===== src/hw/rtl/sm83alu_pkg.sv =====
// Shared types, operation codes and flag positions for the SM83 execute unit.
package sm83alu_pkg;

    localparam int MODE_W = 4;
    localparam int WORD_W = 16;
    localparam int BYTE_W = 8;
    localparam int FLAG_W = 4;

    // Flag bit positions in the packed Z N H C nibble
    localparam int FLAG_Z = 3;
    localparam int FLAG_N = 2;
    localparam int FLAG_H = 1;
    localparam int FLAG_C = 0;

    typedef enum logic [MODE_W-1:0] {
        MODE_ADD    = 4'd0,
        MODE_ADC    = 4'd1,
        MODE_SUB    = 4'd2,
        MODE_SBC    = 4'd3,
        MODE_AND    = 4'd4,
        MODE_OR     = 4'd5,
        MODE_XOR    = 4'd6,
        MODE_CP     = 4'd7,
        MODE_INC8   = 4'd8,
        MODE_DEC8   = 4'd9,
        MODE_ADD16  = 4'd10,
        MODE_SPE8   = 4'd11,
        MODE_CB     = 4'd12,
        MODE_INC16  = 4'd13,
        MODE_DEC16  = 4'd14
    } t_mode;

    // CB opcode groups (opcode bits 7..6)
    typedef enum logic [1:0] {
        CB_SHIFT = 2'd0,
        CB_BIT   = 2'd1,
        CB_RES   = 2'd2,
        CB_SET   = 2'd3
    } t_cb_grp;

    // CB shift/rotate selector (opcode bits 5..3 in the shift group)
    typedef enum logic [2:0] {
        SH_RLC  = 3'd0,
        SH_RRC  = 3'd1,
        SH_RL   = 3'd2,
        SH_RR   = 3'd3,
        SH_SLA  = 3'd4,
        SH_SRA  = 3'd5,
        SH_SWAP = 3'd6,
        SH_SRL  = 3'd7
    } t_shift_op;

    typedef logic [WORD_W-1:0] t_word;
    typedef logic [BYTE_W-1:0] t_byte;
    typedef logic [FLAG_W-1:0] t_flags;

endpackage


===== src/hw/rtl/sm83alu_if.sv =====
// Request and response channel interfaces of the SM83 execute unit.
interface sm83alu_req_if;
    import sm83alu_pkg::*;

    logic                valid;
    logic                ready;
    logic [MODE_W-1:0]   mode;
    logic [WORD_W-1:0]   operand_a;
    logic [WORD_W-1:0]   operand_b;
    logic [FLAG_W-1:0]   flags_in;

    modport source (output valid, output mode, output operand_a, output operand_b,
                    output flags_in, input ready);
    modport sink   (input valid, input mode, input operand_a, input operand_b,
                    input flags_in, output ready);
endinterface

interface sm83alu_rsp_if;
    import sm83alu_pkg::*;

    logic                valid;
    logic                ready;
    logic [WORD_W-1:0]   result;
    logic [FLAG_W-1:0]   flags_out;
    logic                write_back;

    modport source (output valid, output result, output flags_out, output write_back,
                    input ready);
    modport sink   (input valid, input result, input flags_out, input write_back,
                    output ready);
endinterface


===== src/hw/rtl/sm83_alu_and_cb_unit.sv =====
// Each request is held in the input register and then in the result register before it is offered
// on the response channel.
// Throughput: one request per cycle while the result register is empty or being taken; the result
// register stalls when full and not taken, and the input register then stalls only if also full.
// All work is one pass of adders, shifters and muxes between the input and result registers.
// Reset (i_rst_n low, synchronous) clears both stage valid bits; payload registers are not reset.
module sm83_alu_and_cb_unit (
    input  logic                i_clk,
    input  logic                i_rst_n,
    sm83alu_req_if.sink         i_req,
    sm83alu_rsp_if.source       o_rsp
);
    import sm83alu_pkg::*;

    // Input stage
    logic        r_in_valid;
    t_mode       r_mode;
    t_word       r_op_a;
    t_word       r_op_b;
    t_flags      r_flags;

    // Result stage
    logic        r_out_valid;
    t_word       r_result;
    t_flags      r_flags_out;
    logic        r_wb;

    logic        s2_en;
    logic        s1_ready;

    t_word       n_result;
    t_flags      n_flags_out;
    logic        n_wb;

    assign s2_en    = !r_out_valid || o_rsp.ready;
    assign s1_ready = !r_in_valid || s2_en;

    assign i_req.ready      = s1_ready;
    assign o_rsp.valid      = r_out_valid;
    assign o_rsp.result     = r_result;
    assign o_rsp.flags_out  = r_flags_out;
    assign o_rsp.write_back = r_wb;

    always_ff @(posedge i_clk) begin
        if (!i_rst_n) begin
            r_in_valid  <= 1'b0;
            r_out_valid <= 1'b0;
        end else begin
            if (s1_ready) begin
                r_in_valid <= i_req.valid;
            end
            if (s2_en) begin
                r_out_valid <= r_in_valid;
            end
        end
        if (s1_ready && i_req.valid) begin
            r_mode  <= t_mode'(i_req.mode);
            r_op_a  <= i_req.operand_a;
            r_op_b  <= i_req.operand_b;
            r_flags <= i_req.flags_in;
        end
        if (s2_en && r_in_valid) begin
            r_result    <= n_result;
            r_flags_out <= n_flags_out;
            r_wb        <= n_wb;
        end
    end

    // Execute
    t_byte              a;
    t_byte              b;
    logic               cin;
    logic               k;
    logic [BYTE_W:0]    sum9;
    logic [4:0]         hsum5;
    logic [BYTE_W:0]    diff9;
    logic [4:0]         hdiff5;
    t_byte              logic_r;
    t_byte              inc8_r;
    t_byte              dec8_r;
    logic [WORD_W:0]    sum17;
    logic [12:0]        hsum13;
    t_word              spe8_r;
    logic [BYTE_W:0]    spe8_c9;
    logic [4:0]         spe8_h5;
    t_cb_grp            cb_grp;
    logic [2:0]         cb_sel;
    t_byte              cb_mask;
    t_byte              sh_r;
    logic               sh_c;

    always_comb begin
        a       = r_op_a[BYTE_W-1:0];
        b       = r_op_b[BYTE_W-1:0];
        cin     = r_flags[FLAG_C];
        k       = ((r_mode == MODE_ADC) || (r_mode == MODE_SBC)) ? cin : 1'b0;

        sum9    = {1'b0, a} + {1'b0, b} + {8'd0, k};
        hsum5   = {1'b0, a[3:0]} + {1'b0, b[3:0]} + {4'd0, k};
        // borrow out of the top bit marks a < b + k
        diff9   = {1'b0, a} - {1'b0, b} - {8'd0, k};
        hdiff5  = {1'b0, a[3:0]} - {1'b0, b[3:0]} - {4'd0, k};

        inc8_r  = a + 8'd1;
        dec8_r  = a - 8'd1;

        sum17   = {1'b0, r_op_a} + {1'b0, r_op_b};
        hsum13  = {1'b0, r_op_a[11:0]} + {1'b0, r_op_b[11:0]};

        spe8_r  = r_op_a + {{8{b[7]}}, b};
        spe8_c9 = {1'b0, a} + {1'b0, b};
        spe8_h5 = {1'b0, a[3:0]} + {1'b0, b[3:0]};

        cb_grp  = t_cb_grp'(b[7:6]);
        cb_sel  = b[5:3];
        cb_mask = t_byte'(1) << cb_sel;

        case (t_shift_op'(cb_sel))
            SH_RLC:  begin sh_c = a[7]; sh_r = {a[6:0], a[7]};   end
            SH_RRC:  begin sh_c = a[0]; sh_r = {a[0], a[7:1]};   end
            SH_RL:   begin sh_c = a[7]; sh_r = {a[6:0], cin};    end
            SH_RR:   begin sh_c = a[0]; sh_r = {cin, a[7:1]};    end
            SH_SLA:  begin sh_c = a[7]; sh_r = {a[6:0], 1'b0};   end
            SH_SRA:  begin sh_c = a[0]; sh_r = {a[7], a[7:1]};   end
            SH_SWAP: begin sh_c = 1'b0; sh_r = {a[3:0], a[7:4]}; end
            default: begin sh_c = a[0]; sh_r = {1'b0, a[7:1]};   end
        endcase

        case (r_mode)
            MODE_AND: logic_r = a & b;
            MODE_OR:  logic_r = a | b;
            default:  logic_r = a ^ b;
        endcase

        n_result    = '0;
        n_flags_out = r_flags;
        n_wb        = 1'b1;

        case (r_mode)
            MODE_ADD, MODE_ADC: begin
                n_result    = {8'd0, sum9[7:0]};
                n_flags_out = {sum9[7:0] == 8'd0, 1'b0, hsum5[4], sum9[8]};
            end
            MODE_SUB, MODE_SBC, MODE_CP: begin
                n_result    = {8'd0, diff9[7:0]};
                n_flags_out = {diff9[7:0] == 8'd0, 1'b1, hdiff5[4], diff9[8]};
                n_wb        = (r_mode != MODE_CP);
            end
            MODE_AND: begin
                n_result    = {8'd0, logic_r};
                n_flags_out = {logic_r == 8'd0, 1'b0, 1'b1, 1'b0};
            end
            MODE_OR, MODE_XOR: begin
                n_result    = {8'd0, logic_r};
                n_flags_out = {logic_r == 8'd0, 1'b0, 1'b0, 1'b0};
            end
            MODE_INC8: begin
                n_result    = {8'd0, inc8_r};
                n_flags_out = {inc8_r == 8'd0, 1'b0, a[3:0] == 4'hF, cin};
            end
            MODE_DEC8: begin
                n_result    = {8'd0, dec8_r};
                n_flags_out = {dec8_r == 8'd0, 1'b1, a[3:0] == 4'h0, cin};
            end
            MODE_ADD16: begin
                n_result    = sum17[WORD_W-1:0];
                n_flags_out = {r_flags[FLAG_Z], 1'b0, hsum13[12], sum17[WORD_W]};
            end
            MODE_SPE8: begin
                n_result    = spe8_r;
                n_flags_out = {1'b0, 1'b0, spe8_h5[4], spe8_c9[8]};
            end
            MODE_CB: begin
                case (cb_grp)
                    CB_BIT: begin
                        n_result    = {8'd0, a};
                        n_flags_out = {!a[cb_sel], 1'b0, 1'b1, cin};
                        n_wb        = 1'b0;
                    end
                    CB_RES: n_result = {8'd0, a & ~cb_mask};
                    CB_SET: n_result = {8'd0, a | cb_mask};
                    default: begin
                        n_result    = {8'd0, sh_r};
                        n_flags_out = {sh_r == 8'd0, 1'b0, 1'b0, sh_c};
                    end
                endcase
            end
            MODE_INC16: n_result = r_op_a + 16'd1;
            MODE_DEC16: n_result = r_op_a - 16'd1;
            default: begin
                // unused code: no result, flags kept
                n_result = '0;
                n_wb     = 1'b0;
            end
        endcase
    end

endmodule

===== src/flat_wrapper.sv =====
// flat-port wrapper written by rule: the top's interface ports become plain ports
module sm83_alu_and_cb_unit_flat import sm83alu_pkg::*;
  (i_clk, i_rst_n, i_req_valid, i_req_mode, i_req_operand_a, i_req_operand_b, i_req_flags_in, i_req_ready, o_rsp_valid, o_rsp_result, o_rsp_flags_out, o_rsp_write_back, o_rsp_ready);
  sm83alu_req_if i_req_i ();
  sm83alu_rsp_if o_rsp_i ();
  input  logic i_clk;
  input  logic i_rst_n;
  input wire logic [$bits(i_req_i.valid)-1:0] i_req_valid;
  input wire logic [$bits(i_req_i.mode)-1:0] i_req_mode;
  input wire logic [$bits(i_req_i.operand_a)-1:0] i_req_operand_a;
  input wire logic [$bits(i_req_i.operand_b)-1:0] i_req_operand_b;
  input wire logic [$bits(i_req_i.flags_in)-1:0] i_req_flags_in;
  output wire logic [$bits(i_req_i.ready)-1:0] i_req_ready;
  output wire logic [$bits(o_rsp_i.valid)-1:0] o_rsp_valid;
  output wire logic [$bits(o_rsp_i.result)-1:0] o_rsp_result;
  output wire logic [$bits(o_rsp_i.flags_out)-1:0] o_rsp_flags_out;
  output wire logic [$bits(o_rsp_i.write_back)-1:0] o_rsp_write_back;
  input wire logic [$bits(o_rsp_i.ready)-1:0] o_rsp_ready;
  assign i_req_i.valid = i_req_valid;
  assign i_req_i.mode = i_req_mode;
  assign i_req_i.operand_a = i_req_operand_a;
  assign i_req_i.operand_b = i_req_operand_b;
  assign i_req_i.flags_in = i_req_flags_in;
  assign i_req_ready = i_req_i.ready;
  assign o_rsp_valid = o_rsp_i.valid;
  assign o_rsp_result = o_rsp_i.result;
  assign o_rsp_flags_out = o_rsp_i.flags_out;
  assign o_rsp_write_back = o_rsp_i.write_back;
  assign o_rsp_i.ready = o_rsp_ready;
  sm83_alu_and_cb_unit u_core (.i_clk(i_clk), .i_rst_n(i_rst_n), .i_req(i_req_i), .o_rsp(o_rsp_i));
endmodule

===== config.mk =====
export PLATFORM = sky130hd
export DESIGN_NAME = sm83_alu_and_cb_unit_flat
export DESIGN_NICKNAME = d
export VERILOG_FILES = /design/src/hw/rtl/sm83alu_pkg.sv /design/src/hw/rtl/sm83alu_if.sv /design/src/hw/rtl/sm83_alu_and_cb_unit.sv /design/src/flat_wrapper.sv
export SDC_FILE = /design/constraint.sdc
export NUM_CORES = 1
export LEC_CHECK = 0
export BUFFER_PORTS_ARGS = -buffer_cell sky130_fd_sc_hd__buf_2
export CAP_MARGIN = 20
export CORE_MARGIN = 4
export CORE_UTILIZATION = 55
export CTS_CLUSTER_DIAMETER = 150
export DETAILED_ROUTE_END_ITERATION = 6
export GPL_TIMING_DRIVEN = 0
export PLACE_DENSITY = 0.84
export SLEW_MARGIN = 10
export SYNTH_ARGS = -nofsm -noshare
export SYNTH_HDL_FRONTEND = slang
export SYNTH_SLANG_ARGS = --single-unit

===== constraint.sdc =====
create_clock -name i_clk -period 4.7 [get_ports i_clk]
set_input_delay 0.94 -clock i_clk [delete_from_list [all_inputs] [get_ports i_clk]]
set_output_delay 0.94 -clock i_clk [all_outputs]
set_load 0.01 [all_outputs]

# Word level (Yosys, flattened, before mapping)
# Cells that the tools add are included.
# Widths: inputs -> output; s select.
dict set report word_totals {
  out_inout_bits 23
  ff_bits 63
  inputBits 44
}
dict set report op_classes {
  shifts 1
  n_reduce_logical 24
  add_sub_neg 15
  bitwise 6
  order_cmp 1
  n_mux 12
  n_eq_ne 25
}
# operator n
set op_table {}
lappend op_table {{$pmux 16 s10} 1}
lappend op_table {{$pmux 8 s7} 1}
lappend op_table {{$logic_not 8->1} 6}
lappend op_table {{$pmux 4 s9} 1}
lappend op_table {{$eq 4x4->1 const B} 8}
lappend op_table {{$pmux 8 s3} 1}
lappend op_table {{$add 16x16->17} 1}
lappend op_table {{$add 16x1->16 const B} 1}
lappend op_table {{$add 16x16->16} 1}
lappend op_table {{$and 8x8->8} 2}
lappend op_table {{$eq 4x3->1 const B} 4}
lappend op_table {{$or 8x8->8} 2}
lappend op_table {{$pmux 8 s2} 1}
lappend op_table {{$sub 16x1->16 const B} 1}
lappend op_table {{$add 12x12->13} 1}
lappend op_table {{$reduce_or 11->1} 1}
lappend op_table {{$add 8x8->9} 1}
lappend op_table {{$add 9x1->9} 1}
lappend op_table {{$eq 3x3->1 const B} 3}
lappend op_table {{$reduce_or 3->1} 3}
lappend op_table {{$sub 8x8->9} 1}
lappend op_table {{$sub 9x1->9} 1}
lappend op_table {{$add 8x1->8 const B} 1}
lappend op_table {{$eq 4x2->1 const B} 2}
lappend op_table {{other kinds (26)} 38}

# Logic depth before layout (Yosys ltp)
# Gate-level depths: netlist of the first run.
dict set report logic_depth {
  ltp_word 6
  depth_mapped 16
}

# Worst setup path before layout of the first run
# OpenSTA, ideal clock, no wires.
dict set report synth_timing {
  kind {reg2reg}
  from {register u_core.r_op_b[3]}
  to {register u_core.r_result[12] (netlist: u_core.o_rsp.result[12]), data pin}
  setup_ns 0.271
  arrival_ns 3.109
  path_stages_with_launch 16
  slack_ns 1.320
  period_less_slack_ns 3.380
  n_path_buf 3
  required_time_ns 4.429
  cell_sequence {edfxtp_1 -> clkbuf_1 -> buf_2 -> clkbuf_1 -> nor3_1 -> nand3_1 -> xnor2_1 -> o21ai_1 -> ha_1 -> a21o_1 -> a31o_1 -> a41oi_1 -> nor2b_1 -> o21ai_1 -> xnor2_1 -> o22ai_1}
}
dict set report synth_between {
  elab_chain_len 2
  word_cells_on_any_way 3
  cone_classes {add/sub: 2; mux: 1}
}
# element line_no
set synth_lines {}
lappend synth_lines {{start: declaration} sm83_alu_and_cb_unit.sv:19} ;# t_word r_op_b;
lappend synth_lines {{start signal: assignment} sm83_alu_and_cb_unit.sv:59} ;# r_op_b <= i_req.operand_b;
lappend synth_lines {{$add 16x16->16 / $add 16x16->17 (equally long branches)} {sm83_alu_and_cb_unit.sv:110, sm83_alu_and_cb_unit.sv:107}}
lappend synth_lines {{$pmux 16 s10 (*)} sm83_alu_and_cb_unit.sv:139} ;# case (r_mode)
lappend synth_lines {{named net u_core.n_result[12]} sm83_alu_and_cb_unit.sv:31} ;# t_word n_result;
lappend synth_lines {{end signal: assignment} sm83_alu_and_cb_unit.sv:63} ;# r_result <= n_result;
lappend synth_lines {{end: declaration} sm83_alu_and_cb_unit.sv:24} ;# t_word r_result;
# Mark *: on every way through the listed nets, which the timed path passes. The rest lies on a longest branch.
# A chain may end at the register's enable or synchronous reset.

# Worst setup path in the final report of the first run
dict set report layout_timing {
  from {register u_core.r_mode[3]}
  to {register u_core.r_result[12] (netlist: u_core.o_rsp.result[12]), data pin}
}
dict set report layout_between {
  elab_chain_len 3
  word_cells_on_any_way 19
  cone_classes {eq/ne: 14; mux: 1; reduce/logical: 4}
}
# element line_no
set layout_lines {}
lappend layout_lines {{start: declaration} sm83_alu_and_cb_unit.sv:17} ;# t_mode r_mode;
lappend layout_lines {{start signal: assignment} sm83_alu_and_cb_unit.sv:57} ;# r_mode <= t_mode'(i_req.mode);
lappend layout_lines {{$eq 4x3->1 (tied with other cells)} sm83_alu_and_cb_unit.sv:139}
lappend layout_lines {{$reduce_or 3->1 (no line) (tied with other cells)} n/a}
lappend layout_lines {{$pmux 16 s10 (*)} sm83_alu_and_cb_unit.sv:139}
lappend layout_lines {{named net u_core.n_result[12]} sm83_alu_and_cb_unit.sv:31}
# Marks and branches as above.

==> flow_summary_export.csv, run 1 <==
group,metric,value,unit
outcome,outcome,"complete, no violations",
worst_setup_path,arrival,4.71,ns
route,routed_wl,20600,µm
yosys,yosysTopAreaCellShare,30.2,%
pwr,internal-power,1.27,mW
yosys,synthesis.area,0.00607,mm²
worst_setup_path,cp_max_fo,10,
timing,fmax,216,MHz
grt,track_usage,32.6,%
clock_network,cts_resized,0,
pwr,p_seq_share,36.2,%
grt,grt_pass1_vias,5722,
pwr,cellPowerDensity,282,mW/mm²
cells_and_area,area_growth,12.9,%
yosys,synth_nets,800,
timing,worst_pin_slew,0.993,ns
worst_setup_path,worstPathRequired,4.78,ns
pwr,leakage,2.69,nW
yosys,synth_cell_types,72,
worst_setup_path,cp_common_cell,"clkbuf_1",
floorplanning,initial_core_util,56.0,%
grt,antenna_found_initial,0,
yosys,synth.area.top_cells,"edfxtp_1 30%, ha_1 13%, xnor2_1 5.5%",
route,drt_iter0_markers,700,
timing,hold_viol_final,0,
cells_and_area,multi_input_area,0.00393,mm²
grt,overflow,0,
timing,final.period_utilization,98.4,%
cells_and_area,n_antenna_cell,0,
yosys,yosysTopAreaCell,"edfxtp_1",
route,vias,6026,
placed_design,place.gp.congestion,1.06,
grt,grt_pass1_wl,31700,µm
clock_network,clk_path_buf_depth,2,
worst_setup_path,cp_slowest_stage_delay,0.48,ns
clock_network,insertion_delay,0.37,ns
yosys,ys_seq_elements,63,
placed_design,io_buffer_count,66,
timing,worst_clock_skew,0.00727,ns
cells_and_area,nets,878,
yosys,async_flop_share,0,%
clock_network,cts_tree,"yes",
cells_and_area,seq_area,0.00187,mm²
cells_and_area,finalNonFillerCells,914,
grt,grt_max_degree,23,
clock_network,clock-root-buffer,"clkbuf_8",
route,drc_errors,0,
yosys,synth_cells,691,
cells_and_area,nFillCells,944,
worst_setup_path,cpMaxStageDelayCell,"fa_1",
timing,setup_viol,0,
timing,tns,0,ns
worst_setup_path,crit_path_cell_trace,"clkbuf_1, nand2_1, nor2_1, clkbuf_1, a21oi_1, fa_1, a211oi_1, o21bai_1, a31o_1, a41oi_1, nor2b_1, o21ai_1, xnor2_1, o22ai_1",
floorplanning,die_height,113,µm
placed_design,dp.cells,899,
timing,period_minus_slack,4.63,ns
yosys,yosys_warnings,0,
route,routed_via_density,6.59,
yosys,synth_enable_flop_cells,61,
yosys,synth_ff_type,"edfxtp_1",
hold_path,hold_class,"flop to flop",
yosys,yosys-top-cells-count,"61 x edfxtp_1, 61 x ha_1, 51 x a21oi_1, 50 x nor2_1, 45 x nand2_1",
flow_run,cap_violations,0,
floorplanning,num_rows,38,
clock_network,cts-buffers-inserted,9,
pwr,ir_drop,0.207,mV
floorplanning,die_area,0.0128,mm²
worst_setup_path,endpoint_kind,"flop",
floorplanning,core-area,0.0108,mm²
pwr,p_switching,663,µW
route,final_antenna_net_count,0,
cells_and_area,layout-drive-gt1-share,13.7,%
route,drt_first_pass_iters,6,
timing,rsz0062_at_grt,"false",
yosys,synth_seq_area_share,30.8,%
timing,worst_slew_margin_rel,33.3,%
clock_network,cts.sinks,63,
route,avgRoutedWirePerCell,22.5,µm
clock_network,path_clk_slew,0.07,ns
floorplanning,io_pins,67,
clock_network,cts_htree_levels,3,
pwr,combPwrFrac,34.4,%
pwr,switching_share,34.4,%
yosys,syn_avg_cell_area,8.79,µm²
timing,drv_slew,0,
pwr,clkPwrFrac,29.5,%
floorplanning,fp.dieW,113,µm
worst_setup_path,start_kind,"flop",
worst_setup_path,path_class,"flop to flop",
placed_design,dp_hpwl,16300,µm
[metal layers]
metal,vias up,track usage (%),routed length [µm]
met5,-,0,0
met2,394,51.6,9340
li1,2764,-,-
met3,72,8.72,2320
met4,0,13.0,875
met1,2796,42.7,8040
[through the flow]
step / power (mW) / setup WS, ns / area, µm² / hold slack [ns] / utilization [%]
after global routing: 2.02 / 0.0180 / 6850 / 0.578 / 63.2
after floorplan: 1.16 / 1.32 / 6070 / 0.477 / -
after detailed placement: 1.35 / 0.142 / 6620 / 0.505 / 61.1
after global placement: 1.33 / 0.130 / 6580 / 0.487 / 60.7
final: 1.93 / 0.0736 / 6850 / 0.529 / 63.2
after CTS: 1.91 / 0.117 / 6860 / 0.527 / 63.3
[flip-flops by register name, summed over array words and instances, names as in the netlist]
| name | flops |
|---|---|
| u_core.o_rsp.flags_out | 4 |
| u_core.o_rsp.result | 16 |
| u_core.o_rsp.valid | 1 |
| u_core.o_rsp.write_back | 1 |
| u_core.r_flags | 4 |
| u_core.r_in_valid | 1 |
| u_core.r_mode | 4 |
| u_core.r_op_a | 16 |
| u_core.r_op_b | 16 |
[layout make-up]
type / instances / share of cell area [%]
plain buffers: 38 / 2.26
repair buffers: 68 / 5.44
flip-flops and latches: 63 / 27.3
clock buffers: 9 / 1.81
inverters: 31 / 1.70
well taps: 140 / 2.56
multi-input cells: 558 / 57.3
clock inverters: 7 / 1.62
[final timing paths]
kind	startpoint	to	slack (ns)	depth (start not counted)
max	u_core.r_mode[3]	u_core.o_rsp.result[12]	0.07	14
min	u_core.r_in_valid	u_core.o_rsp.valid	0.53	1
max reg2reg	u_core.r_mode[3]	u_core.o_rsp.result[12]	0.07	14
min reg2reg	u_core.r_in_valid	u_core.o_rsp.valid	0.53	1
[kinds of logic after synthesis]
kind of cell | Yosys count | synth area share (%)
flip-flops | 63 | 30.8
XOR/XNOR | 57 | 8.22
multiplexers | 11 | 2.25
adder cells (fa/ha/maj) | 65 | 13.9
AO/OA/AOI/OAI | 226 | 24.4
AND/OR/NAND/NOR | 199 | 15.8
buffers and inverters | 70 | 4.53
[critical path: cells and delay by family, from the launching register on]
kind | cells | cell delay, ns
DFF | 1 | 0.45
and+or+nand+nor | 3 | 0.91
xor gates and xnor gates | 1 | 0.15
buffers and inverters | 2 | 0.86
AOI/OAI and AO/OA | 7 | 1.48
adders and majority gates | 1 | 0.48
[cells in the final DEF (no fill, tap or decap), drive strengths merged, types with 3 or more instances in the layout]
master and instances:
nor4 5, a21oi 55, xnor2 38, and2 5, clkinv 4, o22ai 13, o21a 3, edfxtp 61
o31ai 5, nor2b 11, inv 30, a2111oi 3, o21bai 3, nand4 6, o211ai 8, o21ai 55
nand3 23, nand2b 11, o221ai 9, fa 4, nand2 45, ha 61, and3 6, buf 75
nor3 26, nor2 50, a211oi 17, or3 3, a21o 10, bufinv 3, mux2i 8, xor2 19
a221oi 9, clkbuf 40, a31oi 10
[power groups by stage]
stage               Combinational, mW  Clock, mW  Sequential (mW)
global route                    0.715      0.603            0.700
global placement                0.622          0            0.707
detailed placement              0.640          0            0.706
CTS                             0.643      0.577            0.695
floorplan                       0.454          0            0.701
finish                          0.663      0.569            0.698
[timing repair]
action / 4_1_cts / 5_1_grt
hold buffers: 0 / 0
buffers inserted: 0 / 0
endpoints found under the setup margin: 0 / 2
No activity file was read; power rests on OpenSTA's default activity.
==> run 2: changes to the inputs <==
--- a/config.mk
+++ b/config.mk
@@ -5,6 +5,7 @@
 export SDC_FILE = /design/constraint.sdc
 export NUM_CORES = 1
 export LEC_CHECK = 0
+export ABC_AREA = 1
 export BUFFER_PORTS_ARGS = -buffer_cell sky130_fd_sc_hd__buf_2
 export CAP_MARGIN = 20
 export CORE_MARGIN = 4
@@ -12,8 +13,8 @@
 export CTS_CLUSTER_DIAMETER = 150
 export DETAILED_ROUTE_END_ITERATION = 6
 export GPL_TIMING_DRIVEN = 0
-export PLACE_DENSITY = 0.84
-export SLEW_MARGIN = 10
+export PLACE_DENSITY = 0.83
+export SLEW_MARGIN = 0
 export SYNTH_ARGS = -nofsm -noshare
 export SYNTH_HDL_FRONTEND = slang
 export SYNTH_SLANG_ARGS = --single-unit
==> flow_summary_export.csv, run 2 <==
group,metric,value,unit
yosys,synth_nets,1036,
worst_setup_path,cp_common_cell,"nand2_1",
route,routed_wl,23200,µm
grt,antenna_found_initial,0,
clock_network,clk_path_buf_depth,2,
timing,period_minus_slack,3.87,ns
timing,worst_pin_slew,0.739,ns
route,final_antenna_net_count,0,
timing,rsz0062_at_grt,"false",
pwr,p_switching,758,µW
cells_and_area,layout-drive-gt1-share,13.0,%
hold_path,min_to,"u_core.o_rsp.valid",
grt,grt_max_degree,27,
worst_setup_path,path_class,"flop to flop",
worst_setup_path,worstPathRequired,4.79,ns
hold_path,whs_path_depth,2,
clock_network,cts.sinks,63,
cells_and_area,final_common_cell,"nand2_1",
cells_and_area,finalNonFillerCells,1154,
yosys,yosysTopAreaCellShare,28.3,%
floorplanning,io_pins,67,
worst_setup_path,cp_max_fo,8,
route,drc_errors,0,
yosys,synth_ff_type,"edfxtp_1",
floorplanning,core-area,0.0115,mm²
cells_and_area,n_antenna_cell,0,
timing,hold_viol_final,0,
pwr,combPwrFrac,33.4,%
yosys,syn_avg_cell_area,6.99,µm²
pwr,leakage,3.51,nW
route,routed_via_density,6.06,
timing,final.period_utilization,82.3,%
yosys,yosysTopAreaCell,"edfxtp_1",
clock_network,insertion_delay,0.35,ns
placed_design,place.gp.congestion,1.06,
grt,grt_pass1_vias,6418,
yosys,async_flop_share,0,%
flow_run,cap_violations,0,
yosys,synth_cells,927,
cells_and_area,mostFrequentLayoutCells,"234 x nand2_1, 109 x nand3_1, 98 x inv_1, 89 x nor2_1, 78 x buf_2",
placed_design,io_buffer_count,66,
worst_setup_path,r2r_cells,18,
route,drt_iter0_markers,1057,
yosys,synth.area.top_cells,"edfxtp_1 28%, nand2_1 14%, ha_1 12%",
outcome,outcome,"complete, no violations",
floorplanning,die_area,0.0136,mm²
timing,tns,0,ns
timing,worst_slew_margin_rel,50.7,%
cells_and_area,nets,1115,
worst_setup_path,cp_slowest_stage_delay,0.44,ns
hold_path,hold_class,"flop to flop",
pwr,total_power,2.06,mW
grt,track_usage,34.6,%
timing,worst_clock_skew,0.00790,ns
pwr,ir_drop,0.251,mV
yosys,yosysMostFrequentCell,"nand2_1",
floorplanning,die_height,117,µm
cells_and_area,area_growth,13.0,%
clock_network,cts_tree,"yes",
yosys,ys_seq_elements,63,
worst_setup_path,r2r-end,"u_core.o_rsp.result[10]",
yosys,synth_enable_flop_cells,61,
yosys,synthesis.area,0.00648,mm²
timing,fmax,259,MHz
pwr,internal-power,1.30,mW
pwr,switching_share,36.9,%
clock_network,post-cts-setup-buffer-count,0,
yosys,yosys_warnings,0,
yosys,yosys-top-cells-count,"234 x nand2_1, 109 x nand3_1, 98 x inv_1, 89 x nor2_1",
worst_setup_path,start_kind,"flop",
worst_setup_path,cpMaxStageDelayCell,"edfxtp_1",
clock_network,cts_resized,0,
timing,drv_slew,0,
pwr,p_seq_share,34.1,%
route,avgRoutedWirePerCell,20.1,µm
placed_design,dp.cells,1138,
hold_path,min-delay-start,"u_core.o_rsp.valid",
floorplanning,fp.dieW,117,µm
clock_network,cts-buffers-inserted,9,
worst_setup_path,crit_path_cell_trace,"buf_2, inv_1, nand2_1, nor2_1, inv_1, nor2_1, nand2_1, ha_1, nand2_1, nand2_1, ha_1, a21oi_1, o21ai_0, a21oi_1, o21ai_0, or2_2, nand3_1, nand2_1",
timing,setup_viol,0,
cells_and_area,nFillCells,1037,
pwr,clkPwrFrac,32.5,%
placed_design,dp_hpwl,18500,µm
clock_network,clock-root-buffer,"clkbuf_16",
cells_and_area,final_util,63.9,%
route,vias,6999,
worst_setup_path,arrival,3.96,ns
floorplanning,num_rows,39,
yosys,synth_cell_types,47,
pwr,cellPowerDensity,281,mW/mm²
worst_setup_path,endpoint_kind,"flop",
clock_network,cts_htree_levels,3,
grt,grt_pass1_wl,35100,µm
clock_network,path_clk_slew,0.06,ns
floorplanning,initial_core_util,56.5,%
worst_setup_path,regToRegSetupSlack,0.83,ns
grt,overflow,0,
clock_network,ctsHoldBuffers,0,
worst_setup_path,r2r_start,"u_core.r_op_b[4]",
route,drt_first_pass_iters,5,
yosys,synth_seq_area_share,28.9,%
run 2: cell types whose count changed after synthesis, sizes merged, moves of 12 or more:
| cell | before | now |
|---|---|---|
| nand4 | 6 | 24 |
| inv | 30 | 108 |
| nand2 | 45 | 242 |
| nand3 | 23 | 112 |
| xnor2 | 38 | 5 |
| clkbuf | 32 | 4 |
| a211oi | 17 | 5 |
| nor3 | 26 | 14 |
| nor2 | 50 | 95 |
run 2: stage by stage:
| step | cell area, µm² | setup WS [ns] | hold WS (ns) |
|---|---|---|---|
| 2_1_floorplan | 6480 | 1.67 | 0.448 |
| 3_3_place_gp | 6990 | 1.05 | 0.462 |
| 3_5_place_dp | 7040 | 1.03 | 0.489 |
| 4_1_cts | 7330 | 0.955 | 0.500 |
| 5_1_grt | 7330 | 0.648 | 0.530 |
| 6_report | 7330 | 0.834 | 0.506 |
run 2: layout make-up:
cell class              instances  area (µm²)  area share (%)
well taps                     143         179            2.44
multi-input cells             737        4110            56.1
clock inverters                 6        61.3           0.837
repair buffers                 68         373            5.09
flip-flops and latches         63        1870            25.5
plain buffers                  18        95.1            1.30
clock buffers                  10         229            3.12
inverters                     109         409            5.58
run 2: layer usage:
metal	track usage [%]	part of all wire (%)	up-vias	wire, µm
met5	0	0	-	0
met4	13.5	3.5	0	801
met3	7.88	13	68	2900
met2	50.7	42	470	9750
met1	49.6	42	3128	9730
li1	-	-	3333	-
run 2: worst max path at each step:
| stage | from | to | slack (ns) |
|---|---|---|---|
| floorplan | u_core.r_op_b[4] | u_core.o_rsp.result[10] | 1.67 |
| global placement | u_core.r_op_b[4] | u_core.o_rsp.result[10] | 1.05 |
| detailed placement | u_core.r_op_b[4] | u_core.o_rsp.result[10] | 1.03 |
| CTS | u_core.r_op_b[4] | u_core.o_rsp.result[10] | 0.96 |
| global route | u_core.r_op_b[4] | u_core.o_rsp.result[10] | 0.65 |
| finish | u_core.r_op_b[4] | u_core.o_rsp.result[10] | 0.83 |
run 2: cells by family (layout without fill, tap and decap cells):
| logic type | count (synthesis) | count (layout) | share of synthesized area, % |
|---|---|---|---|
| buf+inv | 127 | 211 | 7.78 |
| flops | 63 | 63 | 28.9 |
| fa+ha+maj | 65 | 65 | 13.0 |
| compound gates | 155 | 155 | 13.7 |
| simple gates | 500 | 500 | 34.3 |
| xor+xnor | 17 | 17 | 2.30 |
run 2: power by group through the flow:
| stage | clock (mW) | combinational [mW] | sequential (mW) |
|---|---|---|---|
| 3_5_place_dp | 0 | 0.659 | 0.710 |
| 5_1_grt | 0.695 | 0.755 | 0.703 |
| 6_report | 0.668 | 0.687 | 0.702 |
| 4_1_cts | 0.671 | 0.664 | 0.699 |
| 3_3_place_gp | 0 | 0.646 | 0.711 |
| 2_1_floorplan | 0 | 0.458 | 0.703 |
run 2: worst max-delay path, delay by kind of cell (launching register included):
kind,cells,cell delay (ns)
flip-flops,1,0.44
buffers and inverters,3,0.58
adder cells (fa/ha/maj),2,0.64
AND/OR/NAND/NOR,9,1.19
AO/OA/AOI/OAI,4,0.75
